[src/hw/rtl/balloc_pkg.sv]
// Shared types, constants and helper functions for the buddy allocator.
`timescale 1ns / 1ps
`default_nettype none

package balloc_pkg;

	// Heap geometry
	localparam int HEAP_ORDER = 14;
	localparam int LOG2_UNIT  = 5;
	localparam int UNIT_W     = HEAP_ORDER - LOG2_UNIT;
	localparam int UNITS      = 1 << UNIT_W;
	localparam int LINK_W     = UNIT_W + 1;
	localparam int NORDERS    = UNIT_W + 1;
	localparam int ORD_W      = 4;
	localparam int HEAP_BYTES = 1 << HEAP_ORDER;
	localparam int HDR_BYTES  = 8;

	// Field and port widths
	localparam int HEAP_W     = 15;
	localparam int SIZE_W     = 16;
	localparam int ADDR_W     = 14;
	localparam int USED_W     = 15;
	localparam int STAT_W     = 2;
	localparam int IN_DATA_W  = 32;
	localparam int OUT_DATA_W = 48;
	localparam int APB_ADDR_W = 3;
	localparam int APB_DATA_W = 32;

	localparam logic [HEAP_W-1:0] HEAP_RESET = 15'd16384;
	localparam logic [APB_ADDR_W-3:0] REG_HEAP_BYTES = 1'b0;

	localparam logic CMD_ALLOC = 1'b0;
	localparam logic CMD_FREE  = 1'b1;

	typedef logic [LINK_W-1:0] link_t;
	typedef logic [UNIT_W-1:0] unit_t;
	typedef logic [ORD_W-1:0]  ord_t;

	localparam link_t NOLINK = LINK_W'(UNITS);

	// Per-unit bookkeeping word: free block start, allocated mark, order above minimum
	typedef struct packed {
		logic fs;
		logic am;
		ord_t k;
	} meta_t;

	typedef enum logic [STAT_W-1:0] {
		ST_OK   = 2'd0,
		ST_FAIL = 2'd1,
		ST_IGN  = 2'd2
	} res_status_t;

	typedef enum logic [4:0] {
		S_CLEAR,
		S_IDLE,
		S_DISP,
		S_SCAN,
		S_ARD,
		S_AUNL,
		S_SPLIT,
		S_PUSHB,
		S_AFIN,
		S_FRD,
		S_FCHK,
		S_FLOOP,
		S_FBCHK,
		S_PUSHA,
		S_OUT_OK,
		S_OUT_FAIL,
		S_OUT_IGN
	} ctrl_state_t;

	typedef enum logic [3:0] {
		OP_NONE,
		OP_CLEAR,
		OP_ACCEPT,
		OP_SCAN,
		OP_ARD,
		OP_UNLINK,
		OP_SPLIT,
		OP_PUSHA,
		OP_PUSHB,
		OP_AFIN,
		OP_FRD,
		OP_FCLR,
		OP_BRD,
		OP_MERGE,
		OP_OUT
	} dp_op_t;

	typedef struct packed {
		dp_op_t      op;
		res_status_t status;
	} dp_cmd_t;

	typedef struct packed {
		logic cfg_wr;
		logic clr_last;
		logic is_free;
		logic req_bad;
		logic head_empty;
		logic k_at_top;
		logic k_at_need;
		logic am_set;
		logic buddy_free;
		logic out_free;
	} dp_stat_t;

	// Effective heap size: capped at the top block, zero when too small to use
	function automatic logic [HEAP_W-1:0] eff_of(input logic [HEAP_W-1:0] heap);
		logic [HEAP_W-1:0] e;
		e = (heap > HEAP_W'(HEAP_BYTES)) ? HEAP_W'(HEAP_BYTES) : heap;
		if (e < HEAP_W'(1 << LOG2_UNIT))
			e = '0;
		return e;
	endfunction

	// Top order above the minimum: largest power of two within the effective size
	function automatic ord_t top_k_of(input logic [HEAP_W-1:0] heap);
		logic [HEAP_W-1:0] e;
		ord_t k;
		e = eff_of(heap);
		k = '0;
		for (int i = LOG2_UNIT + 1; i <= HEAP_ORDER; i++)
			if ((e >> i) != '0)
				k = ORD_W'(i - LOG2_UNIT);
		return k;
	endfunction

	// Order needed for a request plus its header
	function automatic logic [ORD_W:0] need_ord(input logic [SIZE_W-1:0] size);
		logic [SIZE_W:0] m;
		logic [ORD_W:0] o;
		m = {1'b0, size} + (SIZE_W+1)'(HDR_BYTES - 1);
		o = (ORD_W+1)'(LOG2_UNIT);
		for (int i = 0; i <= SIZE_W; i++)
			if (m[i] && ((ORD_W+1)'(i + 1) > o))
				o = (ORD_W+1)'(i + 1);
		return o;
	endfunction

endpackage

`default_nettype wire

[src/hw/rtl/balloc_ctrl.sv]
// Sequencer for the buddy allocator: one state machine driving the datapath.
`timescale 1ns / 1ps
`default_nettype none

module balloc_ctrl (
	input  wire logic                 clk,
	input  wire logic                 arst_n,
	input  wire logic                 in_valid,
	output logic                      in_ready,
	input  wire balloc_pkg::dp_stat_t stat,
	output balloc_pkg::dp_cmd_t       cmd
);

	import balloc_pkg::*;

	ctrl_state_t state_q, state_nxt;

	// State register
	always_ff @(posedge clk or negedge arst_n) begin
		if (!arst_n)
			state_q <= S_CLEAR;
		else
			state_q <= state_nxt;
	end

	// Next state
	always_comb begin
		state_nxt = state_q;
		unique case (state_q)
			S_CLEAR:    if (stat.clr_last) state_nxt = S_IDLE;
			S_IDLE:     if (in_valid) state_nxt = S_DISP;
			S_DISP: begin
				if (stat.req_bad)
					state_nxt = stat.is_free ? S_OUT_IGN : S_OUT_FAIL;
				else
					state_nxt = stat.is_free ? S_FRD : S_SCAN;
			end
			S_SCAN: begin
				if (!stat.head_empty)
					state_nxt = S_ARD;
				else if (stat.k_at_top)
					state_nxt = S_OUT_FAIL;
			end
			S_ARD:      state_nxt = S_AUNL;
			S_AUNL:     state_nxt = S_SPLIT;
			S_SPLIT:    state_nxt = stat.k_at_need ? S_AFIN : S_PUSHB;
			S_PUSHB:    state_nxt = stat.is_free ? S_OUT_OK : S_SPLIT;
			S_AFIN:     state_nxt = S_OUT_OK;
			S_FRD:      state_nxt = S_FCHK;
			S_FCHK:     state_nxt = stat.am_set ? S_FLOOP : S_OUT_IGN;
			S_FLOOP:    state_nxt = stat.k_at_top ? S_PUSHA : S_FBCHK;
			S_FBCHK:    state_nxt = stat.buddy_free ? S_FLOOP : S_PUSHA;
			S_PUSHA:    state_nxt = S_PUSHB;
			S_OUT_OK, S_OUT_FAIL, S_OUT_IGN: begin
				if (stat.out_free)
					state_nxt = S_IDLE;
			end
			default:    state_nxt = S_CLEAR;
		endcase
		// A new heap size restarts the clearing sweep
		if (stat.cfg_wr)
			state_nxt = S_CLEAR;
	end

	// Datapath commands
	always_comb begin
		cmd.op     = OP_NONE;
		cmd.status = ST_OK;
		in_ready   = 1'b0;
		unique case (state_q)
			S_CLEAR: cmd.op = OP_CLEAR;
			S_IDLE: begin
				in_ready = 1'b1;
				if (in_valid)
					cmd.op = OP_ACCEPT;
			end
			S_DISP: cmd.op = OP_NONE;
			S_SCAN: begin
				if (stat.head_empty && !stat.k_at_top)
					cmd.op = OP_SCAN;
			end
			S_ARD:   cmd.op = OP_ARD;
			S_AUNL:  cmd.op = OP_UNLINK;
			S_SPLIT: begin
				if (!stat.k_at_need)
					cmd.op = OP_SPLIT;
			end
			S_PUSHB: cmd.op = OP_PUSHB;
			S_AFIN:  cmd.op = OP_AFIN;
			S_FRD:   cmd.op = OP_FRD;
			S_FCHK: begin
				if (stat.am_set)
					cmd.op = OP_FCLR;
			end
			S_FLOOP: begin
				if (!stat.k_at_top)
					cmd.op = OP_BRD;
			end
			S_FBCHK: begin
				if (stat.buddy_free)
					cmd.op = OP_MERGE;
			end
			S_PUSHA: cmd.op = OP_PUSHA;
			S_OUT_OK: begin
				cmd.status = ST_OK;
				if (stat.out_free)
					cmd.op = OP_OUT;
			end
			S_OUT_FAIL: begin
				cmd.status = ST_FAIL;
				if (stat.out_free)
					cmd.op = OP_OUT;
			end
			S_OUT_IGN: begin
				cmd.status = ST_IGN;
				if (stat.out_free)
					cmd.op = OP_OUT;
			end
			default: cmd.op = OP_NONE;
		endcase
	end

endmodule

`default_nettype wire

[config.mk]
export PLATFORM = sky130hd
export DESIGN_NAME = balloc_ctrl
export DESIGN_NICKNAME = d
export VERILOG_FILES = /design/src/hw/rtl/balloc_pkg.sv /design/src/hw/rtl/balloc_ctrl.sv
export SDC_FILE = /design/constraint.sdc
export NUM_CORES = 1
export LEC_CHECK = 0
export BUFFER_PORTS_ARGS = -buffer_cell sky130_fd_sc_hd__buf_4
export CELL_PAD_IN_SITES_DETAIL_PLACEMENT = 1
export CELL_PAD_IN_SITES_GLOBAL_PLACEMENT = 1
export CORE_MARGIN = 3
export CORE_UTILIZATION = 28
export CTS_CLUSTER_DIAMETER = 120
export DETAILED_ROUTE_END_ITERATION = 16
export GPL_ROUTABILITY_DRIVEN = 1
export PLACE_DENSITY = 0.66
export SYNTH_ARGS = -nofsm -noshare
export SYNTH_HDL_FRONTEND = slang
export SYNTH_SLANG_ARGS = --single-unit
[constraint.sdc]
create_clock -name clk -period 2.1 [get_ports clk]
set_clock_uncertainty 0.1 [all_clocks]
set_input_delay 0.21 -clock clk [delete_from_list [all_inputs] [get_ports clk]]
set_output_delay 0.21 -clock clk [all_outputs]
set_load 0.02 [all_outputs]
Word-level counts from Yosys, hierarchy flattened
Cells that the tools add are included.
{"block": "op_classes", "n_div": 0, "magnitude_cmp": 0, "n_mux": 25, "eq_ne": 20, "add_sub_neg": 0, "n_reduce_logical": 5, "n_shift": 0, "n_mul": 0, "bitwise_logic": 0}
{"operator": "$pmux 5 s15", "count": 1}
{"operator": "$pmux 4 s14", "count": 1}
{"operator": "$mux 5", "count": 9}
{"operator": "$eq 5x4->1 const B", "count": 8}
{"operator": "$mux 4", "count": 7}
{"operator": "$eq 5x3->1 const B", "count": 4}
{"operator": "$eq 5x2->1 const B", "count": 2}
{"operator": "$mux 3", "count": 2}
{"operator": "$ne 3x3->1 const B", "count": 2}
{"operator": "$eq 5x1->1 const B", "count": 1}
{"operator": "$eq 5x5->1 const B", "count": 1}
{"operator": "$logic_not 5->1", "count": 1}
{"operator": "$mux 2", "count": 2}
{"operator": "$ne 4x4->1 const B", "count": 1}
{"operator": "$pmux 2 s2", "count": 1}
{"operator": "$reduce_and 4->1", "count": 1}
{"operator": "$ne 3x1->1 const B", "count": 1}
{"operator": "$reduce_or 3->1", "count": 1}
{"operator": "$mux 1", "count": 2}
{"operator": "$logic_and 1x1->1", "count": 1}
{"operator": "$logic_not 1->1", "count": 1}
{"block": "word_totals", "memories": 0, "mem_bits_ro": 0, "regBits": 5, "ramBits": 0, "latch_bits": 0, "word_cells": 51}

Logic depth before layout (Yosys ltp)
Gate-level depths: netlist (run 1).
{"block": "logic_depth", "word_depth": 4, "mapped_depth": 7}

Worst setup path after synthesis (run 1)
Ideal clock, no wire load.
{"block": "synth_path", "path_kind": "register to output", "start": "register state_q[2]", "end": "output cmd[3] (netlist name)", "t_required_ns": 1.790, "path_stages_with_launch": 6, "path_slack_ns": -0.133, "arrival_time_ns": 1.923, "n_path_buf": 2, "cell_sequence": "dfrtp_1 -> buf_2 -> clkbuf_1 -> nor4_1 -> a211oi_1 -> nand3_1"}
{"element": "start: declaration", "line": "balloc_ctrl.sv:16", "source": "ctrl_state_t state_q, state_nxt;"}
{"element": "start signal: assignment", "line": "balloc_ctrl.sv:23", "source": "state_q <= state_nxt;"}
{"element": "end: declaration", "line": "balloc_ctrl.sv:11", "source": "output balloc_pkg::dp_cmd_t cmd"}

==> impl_metrics.json, run 1 <==
{
  "outcome": "complete, but fails checks",
  "violations": "setup timing",
  "port_buffers": 19,
  "syn_to_final_growth_pct": 53.95,
  "die_area_um2": 3562,
  "syn_nets": 132,
  "placed_area_um2": 1066,
  "cp_max_fo": 9,
  "worstSetupStartpointType": "flip-flop",
  "grt_pass1_wl_um": 5354,
  "min_to": "state_q[1]",
  "diodes": 0,
  "syn_inst": 116,
  "firstDrtPassIters": 4,
  "die_h_um": 59.69,
  "cp.arrival_ps": 1810,
  "synth.area.top_cells": "dfrtp_1, nand2_1, a211oi_1",
  "clock_latency_ps": 240,
  "ys.flop_type": "dfrtp_1",
  "tightest_slew_ps": 357.0,
  "drtIter0Drc": 26,
  "numCtsBuffers": 3,
  "yosysSeqAreaShare": 0.1550,
  "routed_wl_um": 3443,
  "synth_enable_flop_cells": 0,
  "finalCritPeriodShare": 1.008,
  "min_path_cells": 3,
  "initial_core_util": 0.3089,
  "synth_area_um2": 807.0,
  "clkSlewWorstSetupHoldPaths_ps": 40,
  "yosys-top-cells-count": "nand2_1, nor2_1, buf_2, nor3_1",
  "slew_viol_final": 0,
  "synth_area_leader_cell": "dfrtp_1",
  "die_w_um": 59.69,
  "fin_util": 0.4756,
  "crit_required_ps": 1790,
  "core-area_um2": 2613,
  "grt-ovfl-total": 0,
  "powerDensity_nw_per_um2": 1092,
  "whs_ps": 197.1,
  "yosysMostFrequentCell": "nand2_1",
  "synth_top_area_share": 0.1550,
  "reg2reg_setup_slack_ps": 130,
  "cp-end-kind": "primary output",
  "ys_ff_latch": 5,
  "antenna_found_initial": 0,
  "final_layout_size_suffix_gt1_frac": 0.4183,
  "vias": 1086,
  "final_nets": 170,
  "reg_top3": "state_q x5",
  "grt_pass1_vias": 1077,
  "dpl.hpwl_um": 2482,
  "io_pins": 20,
  "fin_area_um2": 1242,
  "grt_max_degree": 14,
  "fin_crit_ps": 2117,
  "numClockSinks": 5,
  "vdd_drop_max_mv": 0.5892,
  "r2r_end": "state_q[1]",
  "drv_cap": 0,
  "synthArstFlopShare": 1.000,
  "cts_tree": "done",
  "p_leak_nw": 0.5300,
  "grt_use_total": 0.1951,
  "r2r_cells": 7,
  "hold_viol_final": 0,
  "max_freq_mhz": 472.5,
  "ys_warn_count": 0,
  "vias_per_cell": 5.934,
  "drc": 0,
  "r2r_start": "state_q[1]",
  "clockBufferDepth": 2,
  "relSlewSlack": 0.7606,
  "min_path_type": "primary input to flip-flop",
  "ant_nets": 0,
  "wl_per_cell_um": 18.81,
  "min-delay-start": "stat[9]",
  "cts_max_level": 1,
  "setup-tns-final_ps": -16.63,
  "avgSynthCellArea_um2": 6.957,
  "fin_ws_ps": -16.63,
  "largest-register": "state_q",
  "rsz0062_at_grt": "yes",
  "globalplace.congestion": 0.8795,
  "setup_violations": 1,
  "critical_path_class": "flip-flop to primary output",
  "yosysUniqueCellTypes": 44,
  "largest_reg_flops": 5,
  "rows": 18,
  "root_buffer": "clkbuf_4"
}
## where the power goes
group	switching (mW)	leakage (nW)	internal, mW
clock	0.0366	0.0150	0.0717
sequential	0.0453	0.0602	0.127
combinational	0.571	0.455	0.505
## placed cells by master, fill, tap and decap left out, types with 2 or more instances in the layout
cell type and n:
a21o_1 2, a22o_1 2, nor2_1 7, o211ai_1 2, nand3_1 5, o21ai_0 4, a31oi_1 3, and4b_1 3
nand2b_1 4, nor2_4 2, nor3_1 6, o21ai_1 3, a21oi_1 5, buf_6 2, clkbuf_4 3, dfrtp_2 5
nand2_2 2, nand2_1 10, inv_2 2, buf_4 38, a211oi_1 4, o32ai_1 2, or4b_1 2, ha_1 3
nor2b_1 2, nand3b_1 3, inv_1 2
## layout make-up
type | instances | area [µm²]
fillers | 351 | 1370
inverters | 5 | 20.02
multi-input cells | 97 | 689.4
well taps | 30 | 37.54
clock buffers | 4 | 26.28
flip-flops and latches | 5 | 131.4
repair buffers | 42 | 337.8
## metrics by stage
stage,worst slack (ps),total power [mW],std cells
6_report,-16.63,1.356,183
2_1_floorplan,105.2,0.6798,116
5_1_grt,-92.85,1.459,183
3_3_place_gp,60.13,1.017,171
3_5_place_dp,85.19,1.030,171
4_1_cts,9.175,1.265,182
## cell families (layout without fill, tap and decap cells)
kind of cell / count (synthesis) / in the layout / share of synthesized area
AND/OR/NAND/NOR: 54 / 54 / 0.3752
AO/OA/AOI/OAI: 39 / 39 / 0.3349
buffers and inverters: 14 / 51 / 0.07597
flip-flops: 5 / 5 / 0.1550
adder cells (fa/ha/maj): 3 / 3 / 0.04652
multiplexers: 1 / 1 / 0.01240
## worst max-delay path: stages (launching register included)
cell      delay [ps]
dfrtp_2          430
buf_4            180
nand2b_1         130
buf_4            180
nor4_4            50
a211oi_1         300
nand3_1          120
buf_4            170
## worst max-delay path by stage
| stage | cells past startpoint | endpoint | startpoint | slack (ps) |
|---|---|---|---|---|
| global route | 7 | cmd[3] | state_q[0] | -90 |
| finish | 7 | cmd[3] | state_q[0] | -20 |
| floorplan | 6 | cmd[4] | state_q[2] | 110 |
| global placement | 6 | state_q[1] | state_q[1] | 60 |
| detailed placement | 6 | cmd[5] | state_q[1] | 90 |
| CTS | 5 | cmd[3] | state_q[4] | 9 |
## what timing repair did
action	CTS	global route
hold buffers	1	0
resized for setup	10	11
endpoints found under the hold margin	5	0
setup endpoints to repair	3	9
pin swaps	1	1
buffers inserted	6	1
## metal layers
layer  wire length (µm)  up-vias  track usage
met2               1748       23       0.3318
met1               1522      543       0.2654
met5                  0        -            0
li1                   -      512            -
met4                 82        0      0.04747
met3                 90        8      0.01512
No activity file was read; power rests on OpenSTA's default activity.
==> inputs of run 2 (changes only) <==
CAP_MARGIN = 20   (was default)
CORE_MARGIN = default   (was 3)
GPL_TIMING_DRIVEN = 0   (was default)
==> impl_metrics.json, run 2 (synthesized netlist as in run 1, its figures left out) <==
{
  "outcome": "complete, but fails checks",
  "violations": "setup timing",
  "syn_to_final_growth_pct": 41.09,
  "clkSlewWorstSetupHoldPaths_ps": 50,
  "fin_total_pwr_mw": 1.177,
  "final_common_cell": "buf_4",
  "cp-end-kind": "primary output",
  "largest_reg_flops": 5,
  "fin_ws_ps": -14.16,
  "die_area_um2": 3101,
  "fin_crit_ps": 2114,
  "final_layout_size_suffix_gt1_frac": 0.3403,
  "crit_required_ps": 1790,
  "r2r_start": "state_q[1]",
  "vdd_drop_max_mv": 0.5497,
  "slew_viol_final": 0,
  "min-delay-start": "stat[9]",
  "rows": 19,
  "pre_cts_ws_ps": 74.48,
  "cp_max_fo": 7,
  "critPathMaxStageDelay_ps": 470,
  "reg_top3": "state_q x5",
  "largest-register": "state_q",
  "port_buffers": 19,
  "grt_max_degree": 11,
  "globalplace.congestion": 0.8816,
  "grt_pass1_wl_um": 4988,
  "wl_per_cell_um": 17.31,
  "path_cells": "or3b_1, nor3_1, a211oi_1, nand3_1, buf_4",
  "tightest_slew_ps": 475.6,
  "clockBufferDepth": 2,
  "layout_common_cells": "buf_4, nand2_1, nor3_1",
  "slowest_stage": "dfrtp_1",
  "cp_num_buf_inv": 1,
  "numCtsBuffers": 3,
  "p_leak_nw": 0.4851,
  "die_w_um": 55.69,
  "worstSetupStartpointType": "flip-flop",
  "firstDrtPassIters": 4,
  "grt_pass1_vias": 973,
  "antenna_found_initial": 0,
  "vias_per_cell": 5.960,
  "die_h_um": 55.69,
  "drtIter0Drc": 21,
  "grt_use_total": 0.2051,
  "finalCritPeriodShare": 1.007,
  "min_path_cells": 3,
  "vias": 1043,
  "routed_wl_um": 3030,
  "critical_path_class": "flip-flop to primary output",
  "cts_max_level": 1,
  "io_pins": 20,
  "reg2reg_setup_slack_ps": 100,
  "cp.arrival_ps": 1800,
  "ant_nets": 0,
  "core-area_um2": 2734,
  "powerDensity_nw_per_um2": 1033,
  "placed_cells": 166,
  "cts_tree": "done",
  "diodes": 0,
  "final_nets": 161,
  "fin_cells": 175,
  "setup_violations": 1,
  "r2r_end": "state_q[1]",
  "relSlewSlack": 0.6747,
  "min_to": "state_q[1]",
  "drc": 0,
  "initial_core_util": 0.2952,
  "min_path_type": "primary input to flip-flop",
  "grt-ovfl-total": 0,
  "setup-tns-final_ps": -14.16,
  "clock_latency_ps": 260,
  "rsz0062_at_grt": "yes",
  "dpl.hpwl_um": 2272,
  "hold_viol_final": 0,
  "r2r_cells": 6,
  "numClockSinks": 5,
  "path_delay_family": "simple AND/OR/NAND/NOR gates",
  "root_buffer": "clkbuf_4",
  "max_freq_mhz": 473.0,
  "drv_cap": 0
}
-- run 2: cell count changes in the layout (fill, tap and decap cells not counted), sizes merged --
cell	change
buf	-11
clkbuf	+2
-- run 2: worst max-delay path by stage --
stage	start	endpoint	slack, ps	cells after the start
6_report	state_q[4]	cmd[3]	-10	5
5_1_grt	state_q[4]	cmd[4]	-40	5
4_1_cts	state_q[2]	cmd[4]	-60	7
3_5_place_dp	state_q[2]	state_q[1]	70	6
3_3_place_gp	state_q[0]	state_q[1]	50	6
2_1_floorplan	state_q[2]	cmd[4]	110	6
-- run 2: report_power, final --
group	switching [mW]	internal, mW	total (mW)
Clock	0.0491	0.0724	0.122
Combinational	0.522	0.385	0.907
Sequential	0.0258	0.122	0.148
-- run 2: final cells by class --
cell class / count / area [µm²]
Fill cell: 336 / 1595
Inverter: 5 / 18.77
Tap cell: 31 / 38.79
Clock buffer: 4 / 26.28
Sequential cell: 5 / 125.1
Multi-Input combinational cell: 97 / 678.2
Timing Repair Buffer: 24 / 190.2
Buffer: 9 / 61.31
-- run 2: worst reg2reg max path, delay by kind of cell, from the launching register on --
kind | cells | cell delay, ps
AO/OA/AOI/OAI | 3 | 850
buffers and inverters | 1 | 200
flip-flops | 1 | 430
AND/OR/NAND/NOR | 2 | 290
-- run 2: stage by stage --
step	util	hold WS (ps)	instance area [µm²]
finish	0.4165	183.0	1139
detailed placement	0.3648	-82.01	997.2
global route	0.4165	202.6	1139
CTS	0.4041	181.9	1105
floorplan	-	-185.6	815.8
global placement	0.3648	-88.96	997.2
-- run 2: timing repair --
item                                    in CTS  in global routing
endpoints found under the hold margin        5                  0
buffers inserted                             4                  0
endpoints found under the setup margin       4                  5
pin swaps                                    3                  2
resized for setup                           13                 13
hold buffers                                 1                  0
-- run 2: layer usage --
metal,vias to the layer above,share of wire,wire length (µm),GRT usage
met5,-,0,0,0
met4,0,0.013,40,0.06429
met1,519,0.47,1425,0.2744
met2,23,0.49,1476,0.3425
li1,497,-,-,-
met3,4,0.029,88,0.02558
